$ cat src/hw/rtl/assert_macros.svh
// assertion helpers for the keyboard fifo block
`ifndef ASSERT_MACROS_SVH
`define ASSERT_MACROS_SVH

// property that must hold on every rising edge out of reset
`define ASSERT_CLK(label, prop, msg) \
  label: assert property (@(posedge clk) disable iff (rst) (prop)) else $error(msg);

// condition that must never be seen on a rising edge out of reset
`define ASSERT_NEVER(label, cond, msg) \
  label: assert property (@(posedge clk) disable iff (rst) !(cond)) else $error(msg);

`endif

$ cat src/hw/rtl/kbdfifo_pkg.sv
package kbdfifo_pkg;

  // default character queue depth, holds one less than this
  localparam int QUEUE_DEPTH_DEF = 128;

  // request actions
  localparam logic [1:0] ACT_SCAN = 2'd0;
  localparam logic [1:0] ACT_READ = 2'd1;
  localparam logic [1:0] ACT_EOF  = 2'd2;

  // scan code set 1 values
  localparam logic [7:0] REL_BIT   = 8'h80;
  localparam logic [6:0] SC_LSHIFT = 7'h2A;
  localparam logic [6:0] SC_RSHIFT = 7'h36;
  localparam logic [6:0] SC_CAPS   = 7'h3A;
  localparam logic [6:0] SC_LCTRL  = 7'h1D;
  localparam logic [6:0] SC_KEY_C  = 7'h2E;
  localparam logic [6:0] SC_KEY_D  = 7'h20;

  localparam logic [6:0] ASCII_LOW_A = 7'h61;
  localparam logic [6:0] ASCII_LOW_Z = 7'h7A;

  // unshifted us layout, codes 0x00 to 0x3f
  function automatic logic [6:0] rom_plain(input logic [5:0] code);
    logic [6:0] ch;
    case (code)
      6'h02: ch = 7'h31;  6'h03: ch = 7'h32;  6'h04: ch = 7'h33;  6'h05: ch = 7'h34;
      6'h06: ch = 7'h35;  6'h07: ch = 7'h36;  6'h08: ch = 7'h37;  6'h09: ch = 7'h38;
      6'h0A: ch = 7'h39;  6'h0B: ch = 7'h30;  6'h0C: ch = 7'h2D;  6'h0D: ch = 7'h3D;
      6'h0E: ch = 7'h08;  6'h0F: ch = 7'h09;  6'h10: ch = 7'h71;  6'h11: ch = 7'h77;
      6'h12: ch = 7'h65;  6'h13: ch = 7'h72;  6'h14: ch = 7'h74;  6'h15: ch = 7'h79;
      6'h16: ch = 7'h75;  6'h17: ch = 7'h69;  6'h18: ch = 7'h6F;  6'h19: ch = 7'h70;
      6'h1A: ch = 7'h5B;  6'h1B: ch = 7'h5D;  6'h1C: ch = 7'h0A;  6'h1E: ch = 7'h61;
      6'h1F: ch = 7'h73;  6'h20: ch = 7'h64;  6'h21: ch = 7'h66;  6'h22: ch = 7'h67;
      6'h23: ch = 7'h68;  6'h24: ch = 7'h6A;  6'h25: ch = 7'h6B;  6'h26: ch = 7'h6C;
      6'h27: ch = 7'h3B;  6'h28: ch = 7'h27;  6'h29: ch = 7'h60;  6'h2B: ch = 7'h5C;
      6'h2C: ch = 7'h7A;  6'h2D: ch = 7'h78;  6'h2E: ch = 7'h63;  6'h2F: ch = 7'h76;
      6'h30: ch = 7'h62;  6'h31: ch = 7'h6E;  6'h32: ch = 7'h6D;  6'h33: ch = 7'h2C;
      6'h34: ch = 7'h2E;  6'h35: ch = 7'h2F;  6'h37: ch = 7'h2A;  6'h39: ch = 7'h20;
      default: ch = 7'h00;
    endcase
    return ch;
  endfunction

  // shifted us layout, codes 0x00 to 0x3f
  function automatic logic [6:0] rom_shift(input logic [5:0] code);
    logic [6:0] ch;
    case (code)
      6'h02: ch = 7'h21;  6'h03: ch = 7'h40;  6'h04: ch = 7'h23;  6'h05: ch = 7'h24;
      6'h06: ch = 7'h25;  6'h07: ch = 7'h5E;  6'h08: ch = 7'h26;  6'h09: ch = 7'h2A;
      6'h0A: ch = 7'h28;  6'h0B: ch = 7'h29;  6'h0C: ch = 7'h5F;  6'h0D: ch = 7'h2B;
      6'h0E: ch = 7'h08;  6'h0F: ch = 7'h09;  6'h10: ch = 7'h51;  6'h11: ch = 7'h57;
      6'h12: ch = 7'h45;  6'h13: ch = 7'h52;  6'h14: ch = 7'h54;  6'h15: ch = 7'h59;
      6'h16: ch = 7'h55;  6'h17: ch = 7'h49;  6'h18: ch = 7'h4F;  6'h19: ch = 7'h50;
      6'h1A: ch = 7'h7B;  6'h1B: ch = 7'h7D;  6'h1C: ch = 7'h0A;  6'h1E: ch = 7'h41;
      6'h1F: ch = 7'h53;  6'h20: ch = 7'h44;  6'h21: ch = 7'h46;  6'h22: ch = 7'h47;
      6'h23: ch = 7'h48;  6'h24: ch = 7'h4A;  6'h25: ch = 7'h4B;  6'h26: ch = 7'h4C;
      6'h27: ch = 7'h3A;  6'h28: ch = 7'h22;  6'h29: ch = 7'h7E;  6'h2B: ch = 7'h7C;
      6'h2C: ch = 7'h5A;  6'h2D: ch = 7'h58;  6'h2E: ch = 7'h43;  6'h2F: ch = 7'h56;
      6'h30: ch = 7'h42;  6'h31: ch = 7'h4E;  6'h32: ch = 7'h4D;  6'h33: ch = 7'h3C;
      6'h34: ch = 7'h3E;  6'h35: ch = 7'h3F;  6'h37: ch = 7'h2A;  6'h39: ch = 7'h20;
      default: ch = 7'h00;
    endcase
    return ch;
  endfunction

endpackage

$ cat src/hw/rtl/kbdfifo_req_if.sv
interface kbdfifo_req_if;
  logic       valid;
  logic       ready;
  logic [1:0] action;
  logic [7:0] scan_code;

  modport source (output valid, action, scan_code, input ready);
  modport sink (input valid, action, scan_code, output ready);
endinterface

$ cat src/hw/rtl/kbdfifo_rsp_if.sv
interface kbdfifo_rsp_if;
  logic       valid;
  logic       ready;
  logic [6:0] read_data;
  logic       eof_seen;
  logic       raise_interrupt;
  logic       wake_readers;
  logic       char_queued;

  modport source (
    output valid, read_data, eof_seen, raise_interrupt, wake_readers, char_queued,
    input ready
  );
  modport sink (
    input valid, read_data, eof_seen, raise_interrupt, wake_readers, char_queued,
    output ready
  );
endinterface

$ cat src/hw/rtl/scancode_to_ascii_keyboard_fifo_unit.sv
// keyboard decoder with a character queue
// req channel: one request per transfer; action selects a scan code byte,
//   a character read or a test-and-clear of the end-of-input flag
// rsp channel: exactly one result per request, in request order
// scan code presses go through the us ascii tables with shift, caps lock and
//   left ctrl tracking; characters go into a ring queue of QUEUE_DEPTH slots
//   that holds QUEUE_DEPTH-1 characters and drops new ones when full
// ctrl-c gives raise_interrupt, ctrl-d sets the end-of-input flag
// a taken request passes the memory read stage and then the result register
//   before rsp.valid rises; the queue memory read is registered
// throughput: one request per cycle, sustained while rsp.ready is high; the
//   modifier flags and the queue pointers are updated in the cycle a request
//   is taken, so the next request may follow straight away
// reset clears modifiers, the flag and both pointers; queue contents are
//   not cleared, no entry is read before it is written
// a stalled rsp.ready holds the result register; one more request may be
//   taken into the memory read stage, then req.ready drops until space frees
`include "assert_macros.svh"

module scancode_to_ascii_keyboard_fifo_unit
  import kbdfifo_pkg::*;
#(
  parameter int QUEUE_DEPTH = QUEUE_DEPTH_DEF
) (
  input logic            clk,
  input logic            rst,
  kbdfifo_req_if.sink    req,
  kbdfifo_rsp_if.source  rsp
);

  localparam int AW = (QUEUE_DEPTH > 2) ? $clog2(QUEUE_DEPTH) : 1;
  localparam logic [AW-1:0] LAST_SLOT = AW'(QUEUE_DEPTH - 1);

  typedef struct packed {
    logic rd_hit;
    logic eof_seen;
    logic irq;
    logic wake;
    logic queued;
  } res_t;

  // architectural state
  logic          shift_down, shift_down_next;
  logic          caps_lock_on, caps_lock_on_next;
  logic          ctrl_down, ctrl_down_next;
  logic          eof_pending, eof_pending_next;
  logic [AW-1:0] write_slot, read_slot;
  logic [6:0]    char_queue [QUEUE_DEPTH];
  logic [6:0]    mem_q;

  // pipeline registers
  logic          s1_valid;
  res_t          s1_res;
  logic          out_valid;
  logic [6:0]    out_read_data;
  res_t          out_res;

  // request decode
  logic          in_acc;
  logic          s1_advance;
  logic [6:0]    code;
  logic [6:0]    plain_ch, shift_ch, dec_ch;
  logic          alpha_key, use_shift;
  logic [AW-1:0] write_inc, read_inc;
  logic          queue_full, queue_empty;
  logic          push_en, pop_en;
  res_t          res;

  assign s1_advance = s1_valid && (!out_valid || rsp.ready);
  assign req.ready  = !s1_valid || s1_advance;
  assign in_acc     = req.valid && req.ready;

  // table lookup and letter case selection
  assign code      = req.scan_code[6:0];
  assign plain_ch  = req.scan_code[6] ? 7'h00 : rom_plain(req.scan_code[5:0]);
  assign shift_ch  = req.scan_code[6] ? 7'h00 : rom_shift(req.scan_code[5:0]);
  assign alpha_key = (plain_ch >= ASCII_LOW_A) && (plain_ch <= ASCII_LOW_Z);
  assign use_shift = alpha_key ? (shift_down ^ caps_lock_on) : shift_down;
  assign dec_ch    = use_shift ? shift_ch : plain_ch;

  // ring pointers
  assign write_inc   = (write_slot == LAST_SLOT) ? '0 : write_slot + 1'b1;
  assign read_inc    = (read_slot == LAST_SLOT) ? '0 : read_slot + 1'b1;
  assign queue_full  = (write_inc == read_slot);
  assign queue_empty = (write_slot == read_slot);

  // action handling
  always_comb begin
    shift_down_next   = shift_down;
    caps_lock_on_next = caps_lock_on;
    ctrl_down_next    = ctrl_down;
    eof_pending_next  = eof_pending;
    push_en           = 1'b0;
    pop_en            = 1'b0;
    res               = '0;
    case (req.action)
      ACT_SCAN: begin
        if ((req.scan_code & REL_BIT) != 8'h00) begin
          if (code == SC_LSHIFT || code == SC_RSHIFT) shift_down_next = 1'b0;
          if (code == SC_LCTRL) ctrl_down_next = 1'b0;
        end else if (code == SC_LSHIFT || code == SC_RSHIFT) begin
          shift_down_next = 1'b1;
        end else if (code == SC_CAPS) begin
          caps_lock_on_next = !caps_lock_on;
        end else if (code == SC_LCTRL) begin
          ctrl_down_next = 1'b1;
        end else if (ctrl_down) begin
          if (code == SC_KEY_C) begin
            res.irq = 1'b1;
          end else if (code == SC_KEY_D) begin
            eof_pending_next = 1'b1;
            res.wake         = 1'b1;
          end
        end else if (dec_ch != 7'h00) begin
          res.wake   = 1'b1;
          push_en    = !queue_full;
          res.queued = !queue_full;
        end
      end
      ACT_READ: begin
        pop_en     = !queue_empty;
        res.rd_hit = !queue_empty;
      end
      ACT_EOF: begin
        res.eof_seen     = eof_pending;
        eof_pending_next = 1'b0;
      end
      default: begin
        res = '0;
      end
    endcase
  end

  // modifier, flag and pointer registers
  always_ff @(posedge clk) begin
    if (rst) begin
      shift_down   <= 1'b0;
      caps_lock_on <= 1'b0;
      ctrl_down    <= 1'b0;
      eof_pending  <= 1'b0;
      write_slot   <= '0;
      read_slot    <= '0;
    end else if (in_acc) begin
      shift_down   <= shift_down_next;
      caps_lock_on <= caps_lock_on_next;
      ctrl_down    <= ctrl_down_next;
      eof_pending  <= eof_pending_next;
      if (push_en) write_slot <= write_inc;
      if (pop_en) read_slot <= read_inc;
    end
  end

  // queue memory write port
  always_ff @(posedge clk) begin
    if (in_acc && push_en) char_queue[write_slot] <= dec_ch;
  end

  // queue memory registered read port
  always_ff @(posedge clk) begin
    if (in_acc && pop_en) mem_q <= char_queue[read_slot];
  end

  // memory read stage
  always_ff @(posedge clk) begin
    if (rst) begin
      s1_valid <= 1'b0;
    end else if (in_acc) begin
      s1_valid <= 1'b1;
    end else if (s1_advance) begin
      s1_valid <= 1'b0;
    end
  end

  always_ff @(posedge clk) begin
    if (in_acc) s1_res <= res;
  end

  // result register
  always_ff @(posedge clk) begin
    if (rst) begin
      out_valid <= 1'b0;
    end else if (s1_advance) begin
      out_valid <= 1'b1;
    end else if (rsp.ready) begin
      out_valid <= 1'b0;
    end
  end

  always_ff @(posedge clk) begin
    if (s1_advance) begin
      out_read_data <= s1_res.rd_hit ? mem_q : 7'h00;
      out_res       <= s1_res;
    end
  end

  assign rsp.valid           = out_valid;
  assign rsp.read_data       = out_read_data;
  assign rsp.eof_seen        = out_res.eof_seen;
  assign rsp.raise_interrupt = out_res.irq;
  assign rsp.wake_readers    = out_res.wake;
  assign rsp.char_queued     = out_res.queued;

  // checks
  logic [3:0] excl_flags;
  assign excl_flags = {s1_res.rd_hit, s1_res.eof_seen, s1_res.irq, s1_res.wake};

  `ASSERT_CLK(a_one_kind, !s1_valid || $onehot0(excl_flags), "result mixes kinds")
  `ASSERT_CLK(a_queued_wakes, !(s1_valid && s1_res.queued) || s1_res.wake, "store without wake")
  `ASSERT_CLK(a_full_holds, (in_acc && push_en) |=> (write_slot != read_slot), "queue overrun")
  `ASSERT_NEVER(a_stall_cause, !req.ready && !(s1_valid && out_valid), "ready low with space")

endmodule

$ cat src/flat_wrapper.sv
// flat-port wrapper written by rule: the top's interface ports become plain ports
module scancode_to_ascii_keyboard_fifo_unit_flat import kbdfifo_pkg::*;
#(
  parameter int QUEUE_DEPTH = QUEUE_DEPTH_DEF
)
  (clk, rst, req_valid, req_action, req_scan_code, req_ready, rsp_valid, rsp_read_data, rsp_eof_seen, rsp_raise_interrupt, rsp_wake_readers, rsp_char_queued, rsp_ready);
  kbdfifo_req_if req_i ();
  kbdfifo_rsp_if rsp_i ();
  input logic clk;
  input logic rst;
  input wire logic [$bits(req_i.valid)-1:0] req_valid;
  input wire logic [$bits(req_i.action)-1:0] req_action;
  input wire logic [$bits(req_i.scan_code)-1:0] req_scan_code;
  output wire logic [$bits(req_i.ready)-1:0] req_ready;
  output wire logic [$bits(rsp_i.valid)-1:0] rsp_valid;
  output wire logic [$bits(rsp_i.read_data)-1:0] rsp_read_data;
  output wire logic [$bits(rsp_i.eof_seen)-1:0] rsp_eof_seen;
  output wire logic [$bits(rsp_i.raise_interrupt)-1:0] rsp_raise_interrupt;
  output wire logic [$bits(rsp_i.wake_readers)-1:0] rsp_wake_readers;
  output wire logic [$bits(rsp_i.char_queued)-1:0] rsp_char_queued;
  input wire logic [$bits(rsp_i.ready)-1:0] rsp_ready;
  assign req_i.valid = req_valid;
  assign req_i.action = req_action;
  assign req_i.scan_code = req_scan_code;
  assign req_ready = req_i.ready;
  assign rsp_valid = rsp_i.valid;
  assign rsp_read_data = rsp_i.read_data;
  assign rsp_eof_seen = rsp_i.eof_seen;
  assign rsp_raise_interrupt = rsp_i.raise_interrupt;
  assign rsp_wake_readers = rsp_i.wake_readers;
  assign rsp_char_queued = rsp_i.char_queued;
  assign rsp_i.ready = rsp_ready;
  scancode_to_ascii_keyboard_fifo_unit #(.QUEUE_DEPTH(QUEUE_DEPTH)) u_core (.clk(clk), .rst(rst), .req(req_i), .rsp(rsp_i));
endmodule
$ cat config.mk
export PLATFORM = sky130hd
export DESIGN_NAME = scancode_to_ascii_keyboard_fifo_unit_flat
export DESIGN_NICKNAME = d
export VERILOG_FILES = /design/src/hw/rtl/kbdfifo_pkg.sv /design/src/hw/rtl/kbdfifo_req_if.sv /design/src/hw/rtl/kbdfifo_rsp_if.sv /design/src/hw/rtl/scancode_to_ascii_keyboard_fifo_unit.sv /design/src/flat_wrapper.sv
export VERILOG_INCLUDE_DIRS = /design/src /design/src/hw/rtl
export SDC_FILE = /design/constraint.sdc
export NUM_CORES = 1
export LEC_CHECK = 0
export BUFFER_PORTS_ARGS = -buffer_cell sky130_fd_sc_hd__buf_4
export CORE_ASPECT_RATIO = 1.75
export CORE_MARGIN = 2
export CORE_UTILIZATION = 55
export CTS_CLUSTER_SIZE = 25
export DETAILED_ROUTE_END_ITERATION = 8
export MAX_ROUTING_LAYER = met4
export PLACE_DENSITY = 0.71
export RECOVER_POWER = 25
export SLEW_MARGIN = 20
export SYNTH_ARGS = -nofsm -noshare
export SYNTH_HDL_FRONTEND = slang
export SYNTH_SLANG_ARGS = --single-unit
$ cat constraint.sdc
create_clock -name clk -period 8.3 [get_ports clk]
set_input_delay 0.415 -clock clk [delete_from_list [all_inputs] [get_ports clk]]
set_output_delay 0.415 -clock clk [all_outputs]
set_load 0.1 [all_outputs]
[Yosys cells after proc, flatten, opt, wreduce, memory -nomap -nowiden]
Memories as Yosys holds them, arrays and structs flattened. A register that Yosys moved wholly into a read port is not among the register bits.
Index checks and enable logic that the tools add are counted.
Word-level totals
  bits in writable memories: 896
  word-level logic and storage cells: 120
  bits in registers: 36
  memories: 3
  ROM bits: 896
  output and inout bits: 13
  bits of input ports: 14
Memory list
  u_core.char_queue: words 128, width 7, rd ports 1, clocked after memory_dff 1, write ports 1, RTL line scancode_to_ascii_keyboard_fifo_unit.sv:48  | logic [6:0] char_queue [QUEUE_DEPTH];
  (no name shown): words 64, width 7, rd ports 1, clocked after memory_dff 0, write ports 0, RTL line kbdfifo_pkg.sv:48  | case (code)
  (no name shown): words 64, width 7, rd ports 1, clocked after memory_dff 0, write ports 0, RTL line kbdfifo_pkg.sv:26  | case (code)
Cells by class
  reductions and logical operators: 27
  muxes and demuxes: 41
  equality and inequality tests: 21
  bitwise gates (word level): 6
  add/sub/neg operators: 2
  magnitude comparators: 2
Operators with widths (number)
  $eq A7 B6 Y1 const B: 5
  $mux W7: 5
  $mux W1: 34
  $add A7 B1 Y7 const B: 2
  $eq A7 B7 Y1: 2
  $eq A7 B7 Y1 const B: 2
  $ne A2 B2 Y1 const B: 7
  $reduce_and A5 Y1: 2
  $reduce_and A9 Y1: 1
  $eq A7 B5 Y1 const B: 1
  $ge A7 B7 Y1 const B: 1
  $le A7 B7 Y1 const B: 1
  $reduce_bool A7 Y1: 1
  $reduce_or A7 Y1: 1
  $reduce_bool A2 Y1: 3
  $reduce_or A6 Y1: 1
  $logic_and A1 B1 Y1: 5
  $logic_not A1 Y1: 5
  $not A1 Y1: 5
  $reduce_or A5 Y1: 1
  $ne A2 B1 Y1 const B: 2
  $reduce_and A2 Y1: 2
  $logic_or A1 B1 Y1: 3
  $reduce_and A3 Y1: 1
  other kinds (6): 6

[Longest topological paths before layout]
An unclocked memory read counts as a cell.
  word-level depth: 17
  depth in mapped cells: 17

[Worst setup path after synthesis]
No wires, ideal clock.
  path kind: input -> register
  start point: in req_scan_code[1]
  end point: mem u_core.char_queue[0][4], data pin
  library setup time: 0.920 ns
  path buffers: 2
  stages: 11
  data required time: 7.380 ns
  data arrival time: 6.559 ns
  slack: 0.821 ns
  path through: clkbuf_1 > inv_1 > ha_1 > clkbuf_1 > o21ai_0 > a221o_1 > o21bai_1 > or3_1 > o211ai_1 > xnor2_1 > mux2i_1
On the way
  word-level cells in the longest chain between the ends: 6
Ends and longest elaborated chain
  from (decl): RTL line flat_wrapper.sv:13  | input wire logic [$bits(req_i.scan_code)-1:0] req_scan_code;
  $mem_v2 Z64 W7
  $mux W7: RTL line scancode_to_ascii_keyboard_fifo_unit.sv:75  | assign plain_ch = req.scan_code[6] ? 7'h00 : rom_plain(req.scan_code[5:0]);
  $ge A7 B7 Y1 or $le A7 B7 Y1 (tied branches): RTL line scancode_to_ascii_keyboard_fifo_unit.sv:77  | assign alpha_key = (plain_ch >= ASCII_LOW_A) && (plain_ch <= ASCII_LOW_Z);
  $logic_and A1 B1 Y1: RTL line scancode_to_ascii_keyboard_fifo_unit.sv:77
  $mux W1: RTL line scancode_to_ascii_keyboard_fifo_unit.sv:78  | assign use_shift = alpha_key ? (shift_down ^ caps_lock_on) : shift_down;
  $mux W7 *: RTL line scancode_to_ascii_keyboard_fifo_unit.sv:79  | assign dec_ch = use_shift ? shift_ch : plain_ch;
  via u_core.dec_ch[4]: RTL line scancode_to_ascii_keyboard_fifo_unit.sv:62  | logic [6:0] plain_ch, shift_ch, dec_ch;
  to (decl): RTL line scancode_to_ascii_keyboard_fifo_unit.sv:48
Mark *: on every way through the listed nets, which the timed path passes. The rest lies on a longest branch.

[Worst setup path after layout]
  start point: in req_scan_code[0]
  end point: mem u_core.char_queue[75][6], data pin
Same word-level chain as after synthesis.

==> report_table.html <==
<table>
<tr><th>Metric</th><th>Value</th></tr>
<tr><th colspan="2">Run status</th></tr>
<tr><td>Result of the run</td><td>finished with violations</td></tr>
<tr><td>Failing checks</td><td>max-capacitance violations, max-slew violations</td></tr>
<tr><th colspan="2">Route</th></tr>
<tr><td>Average detailed-routed wire length per instance</td><td>31.3 um</td></tr>
<tr><td>Wirelength, routed</td><td>88900 um</td></tr>
<tr><td>Initial detailed-routing violation count</td><td>1974</td></tr>
<tr><td>Number of detailed-route iterations in the first pass</td><td>5</td></tr>
<tr><td>Antenna-violating nets left</td><td>0</td></tr>
<tr><td>Via density</td><td>6.61</td></tr>
<tr><td>Overall via count from detail_route</td><td>18800</td></tr>
<tr><td>Drc violations</td><td>0</td></tr>
<tr><th colspan="2">Synthesis</th></tr>
<tr><td>Number of nets in the synthesized netlist</td><td>1897</td></tr>
<tr><td>XOR/XNOR share of the synthesized area</td><td>0.432%</td></tr>
<tr><td>Count of synthesis-stage warnings from yosys</td><td>0</td></tr>
<tr><td>Seq cells post-synth</td><td>939</td></tr>
<tr><td>Area fraction in compound gates after synthesis</td><td>1.90%</td></tr>
<tr><td>Portion of the post-synthesis area used by sequential elements</td><td>72.7%</td></tr>
<tr><td>Distinct cell type count of the synthesized netlist</td><td>76</td></tr>
<tr><td>Fraction of post-synthesis cell area in the top cell type by area</td><td>71.6%</td></tr>
<tr><td>Mean cell area of the mapped netlist</td><td>20.6 sq um</td></tr>
<tr><td>Main area contributors after synthesis</td><td>edfxtp_1 (72%), mux4_2 (17%), nor3_1 (1.2%)</td></tr>
<tr><td>Post-synthesis adder-cell area fraction</td><td>0.455%</td></tr>
<tr><td>Post-synthesis share of cell area spent on and, or, nand and nor gates</td><td>4.85%</td></tr>
<tr><td>Synthesized netlist cell count</td><td>1869</td></tr>
<tr><td>Cell type with the largest total area after synthesis</td><td>edfxtp_1</td></tr>
<tr><td>Netlist area before placement</td><td>38500 sq um</td></tr>
<tr><td>Post-synthesis mux area share</td><td>17.9%</td></tr>
<tr><td>Async S/R FF share, synth</td><td>0%</td></tr>
<tr><td>Main combinational cell family by area after synthesis</td><td>multiplexers</td></tr>
<tr><td>Synth Flop Type</td><td>edfxtp_1</td></tr>
<tr><td>Post-synth EDFFs</td><td>919</td></tr>
<tr><th colspan="2">Job</th></tr>
<tr><td>Maximum Capacitance Violations</td><td>4</td></tr>
<tr><th colspan="2">Timing</th></tr>
<tr><td>Final TNS setup</td><td>0 ns</td></tr>
<tr><td>Slew HR</td><td>-100%</td></tr>
<tr><td>Final critical-path share of the clock period</td><td>75.1%</td></tr>
<tr><td>Final setup violation count</td><td>0</td></tr>
<tr><td>Setup skew after layout</td><td>0.0269 ns</td></tr>
<tr><td>Worst Hold Slack</td><td>0.0233 ns</td></tr>
<tr><td>Fin crit period</td><td>6.23 ns</td></tr>
<tr><td>Final hold violations</td><td>0</td></tr>
<tr><td>Highest clock rate</td><td>0.160 GHz</td></tr>
<tr><td>Worst-margin pin slew</td><td>3.00 ns</td></tr>
<tr><td>Number of max-slew violations in the final report</td><td>156</td></tr>
<tr><td>RSZ-0062 raised after global routing</td><td>no</td></tr>
<tr><th colspan="2">CTS</th></tr>
<tr><td>Clock H-tree levels</td><td>3</td></tr>
<tr><td>CTS tree</td><td>done</td></tr>
<tr><td>Largest buffer count on any clock path</td><td>3</td></tr>
<tr><td>Clock slew seen by the registers of the worst setup and hold paths</td><td>0.07 ns</td></tr>
<tr><td>Clock net sink count</td><td>939</td></tr>
<tr><td>Source-to-sink clock delay at the later pin of the worst-skew pair</td><td>0.63 ns</td></tr>
<tr><td>Number of buffers created by CTS</td><td>78</td></tr>
<tr><td>Buffer cell driving the clock tree root</td><td>clkbuf_16</td></tr>
<tr><td>Post-CTS repair timing setup buffer count</td><td>0</td></tr>
<tr><th colspan="2">Power</th></tr>
<tr><td>Worst supply voltage drop on vdd</td><td>0.143 mV</td></tr>
<tr><td>Static Leak</td><td>12.9 nW</td></tr>
<tr><td>P per Cell Area</td><td>222 nW/um^2</td></tr>
<tr><td>Total design power</td><td>9.36 mW</td></tr>
<tr><th colspan="2">Floorplanning</th></tr>
<tr><td>Cell Rows</td><td>128</td></tr>
<tr><td>Die outline height</td><td>354 um</td></tr>
<tr><td>Area of the core</td><td>69500 sq um</td></tr>
<tr><td>Number of I/O pins</td><td>27</td></tr>
<tr><td>Die W</td><td>204 um</td></tr>
<tr><td>Die Footprint</td><td>72300 sq um</td></tr>
<tr><td>Initial core utilization</td><td>55.4%</td></tr>
<tr><th colspan="2">Layout</th></tr>
<tr><td>Diodes inserted</td><td>0</td></tr>
<tr><td>Filler Cell Count</td><td>4762</td></tr>
<tr><td>Relative area change from synthesis to final layout</td><td>9.47%</td></tr>
<tr><td>Post-route core utilization</td><td>60.7%</td></tr>
<tr><td>Area occupied by multi-input gates</td><td>9960 sq um</td></tr>
<tr><td>Net count reported at finish</td><td>1902</td></tr>
<tr><td>Non-filler cells, final</td><td>2845</td></tr>
<tr><td>Fraction of layout cells with a size suffix above 1</td><td>26.6%</td></tr>
<tr><td>Sequential cell area</td><td>28000 sq um</td></tr>
<tr><th colspan="2">Global routing</th></tr>
<tr><td>Met3 usage</td><td>3.31%</td></tr>
<tr><td>Number of global-route vias before repair</td><td>19400</td></tr>
<tr><td>Overall routing resource usage</td><td>26.1%</td></tr>
<tr><td>Maximum number of pins on one net before global-route repair</td><td>161</td></tr>
<tr><td>Wire length of the first global-routing pass</td><td>131000 um</td></tr>
<tr><td>GR Util met2</td><td>45.8%</td></tr>
<tr><td>GRT busiest layer</td><td>met2</td></tr>
<tr><td>Total grt overflow</td><td>0</td></tr>
<tr><td>Global-route track usage on met1</td><td>30.0%</td></tr>
<tr><td>Number of antenna violations at the first check in global routing</td><td>0</td></tr>
<tr><th colspan="2">Setup path</th></tr>
<tr><td>Critical path launch point type</td><td>input port</td></tr>
<tr><td>Critical path peak fanout</td><td>76</td></tr>
<tr><td>Crit path arrival time</td><td>6.52 ns</td></tr>
<tr><td>CP Data Required Time</td><td>8.59 ns</td></tr>
<tr><td>Cell with the largest stage delay on the worst path</td><td>clkbuf_1</td></tr>
<tr><td>Sort of element at the end of the critical path</td><td>flop</td></tr>
<tr><td>Cell breakdown of the critical path</td><td>clkbuf_1, inv_1, ha_1, a2111oi_0, a31oi_1, a31oi_1, a311o_1, nand4_1, o211ai_1, xnor2_1, o21bai_4, clkbuf_1, buf_4</td></tr>
<tr><td>Worst Setup Path Type</td><td>in2reg</td></tr>
<tr><td>CP max stage delay</td><td>1.69 ns</td></tr>
<tr><th colspan="2">Place</th></tr>
<tr><td>Final estimated routing congestion in global placement</td><td>0.948</td></tr>
<tr><td>Hpwl dp</td><td>55100 um</td></tr>
<tr><td>Number of buffer cells added on primary ports</td><td>26</td></tr>
<tr><td>Cell count after placement</td><td>2702</td></tr>
<tr><th colspan="2">Hold path</th></tr>
<tr><td>HP Class</td><td>in2reg</td></tr>
</table>
[placed cells by master, fill, tap and decap left out, types with 18 or more instances in the layout]
master	instances
nor3_1	87
clkbuf_16	81
buf_4	31
a21oi_1	18
clkbuf_1	24
nand2_1	45
nor2_1	51
edfxtp_1	919
clkinv_1	19
mux4_2	295
nand3_1	18
nor3_2	36
[worst paths after layout]
| kind | from | end | slack [ns] | cells past startpoint |
|---|---|---|---|---|
| worst max-delay path | req_scan_code[0] | u_core.char_queue[75][6]$_DFFE_PP_ | 2.07 | 13 |
| worst max register to register | u_core.read_slot[0]$_SDFFE_PP0P_ | u_core.mem_q[3]$_DFFE_PP_ | 2.20 | 5 |
| worst min register to register | u_core.excl_flags[0]$_SDFFCE_PP0P_ | u_core.rsp.wake_readers$_DFFE_PP_ | 0.43 | 0 |
| worst min-delay path | req_action[1] | u_core.eof_pending$_SDFFE_PP0P_ | 0.02 | 2 |
[stage by stage]
stage | worst slack, ns | instance area (sq um)
6_report | 2.07 | 42200
4_1_cts | 3.40 | 42200
3_3_place_gp | 2.97 | 39600
2_1_floorplan | 0.821 | 38500
5_1_grt | 1.54 | 42200
3_5_place_dp | 2.88 | 39600
[final cells by class]
type                    count  share of cell area, %
flip-flops and latches    939                   66.4
multi-input cells         784                   23.6
clock buffers              89                   4.88
well taps                 910                   2.70
clock inverters            52                   1.33
repair buffers             53                  0.896
inverters                  18                  0.160
[power breakdown]
| group | internal, mW | switching, mW |
|---|---|---|
| Sequential | 5.26 | 0.00389 |
| Combinational | 0.0636 | 0.247 |
| Clock | 2.13 | 1.65 |
| Total | 7.46 | 1.90 |
[Yosys cell counts (9+ instances only)]
master      n
nand3_1    18
mux2i_1    11
edfxtp_1  919
dfxtp_1    20
mux4_2    295
nor2b_1    16
buf_6      11
inv_1      16
and2_1     12
buf_2      23
clkbuf_1   67
nand2b_1    9
mux2_2     13
nor2_1     51
buf_1      24
xnor2_1    12
nand3b_1    9
a31oi_1    11
nor3_1     94
nor3_2     29
o21ai_0    15
a21oi_1    18
ha_1       14
nand2_1    46
[cell families (layout without fill, tap and decap cells)]
kind of cell,after synthesis,count (layout)
DFF,939,939
and+or+nand+nor,330,330
muxes,320,320
buffers and inverters,146,212
AOI/OAI and AO/OA,101,101
xor gates and xnor gates,19,19
adders and majority gates,14,14
[sequential cells by signal (all words and copies together), names as in the netlist, 4 cells and up]
register              count
u_core.char_queue       896
u_core.excl_flags         4
u_core.mem_q              7
u_core.read_slot          7
u_core.rsp.read_data      7
u_core.write_slot         7
[layer usage]
metal / vias to the layer above / share of wire (%) / wire length [um]
li1: 7849 / - / -
met4: 0 / 5.0 / 4430
met3: 185 / 5.5 / 4900
met1: 10000 / 34 / 30500
met5: - / 0 / 0
met2: 764 / 55 / 49000
[repair_timing]
item,CTS,global route
resized for setup,0,0
endpoints found under the hold margin,2,0
hold buffers,2,0
[worst max-delay path, delay by kind of cell]
kind | cells | cell delay (ns)
adder cells (fa/ha/maj) | 1 | 0.37
XOR/XNOR | 1 | 0.31
buffers and inverters | 4 | 3.58
AO/OA/AOI/OAI | 6 | 1.55
AND/OR/NAND/NOR | 1 | 0.21
No activity file was read; power rests on OpenSTA's default activity.
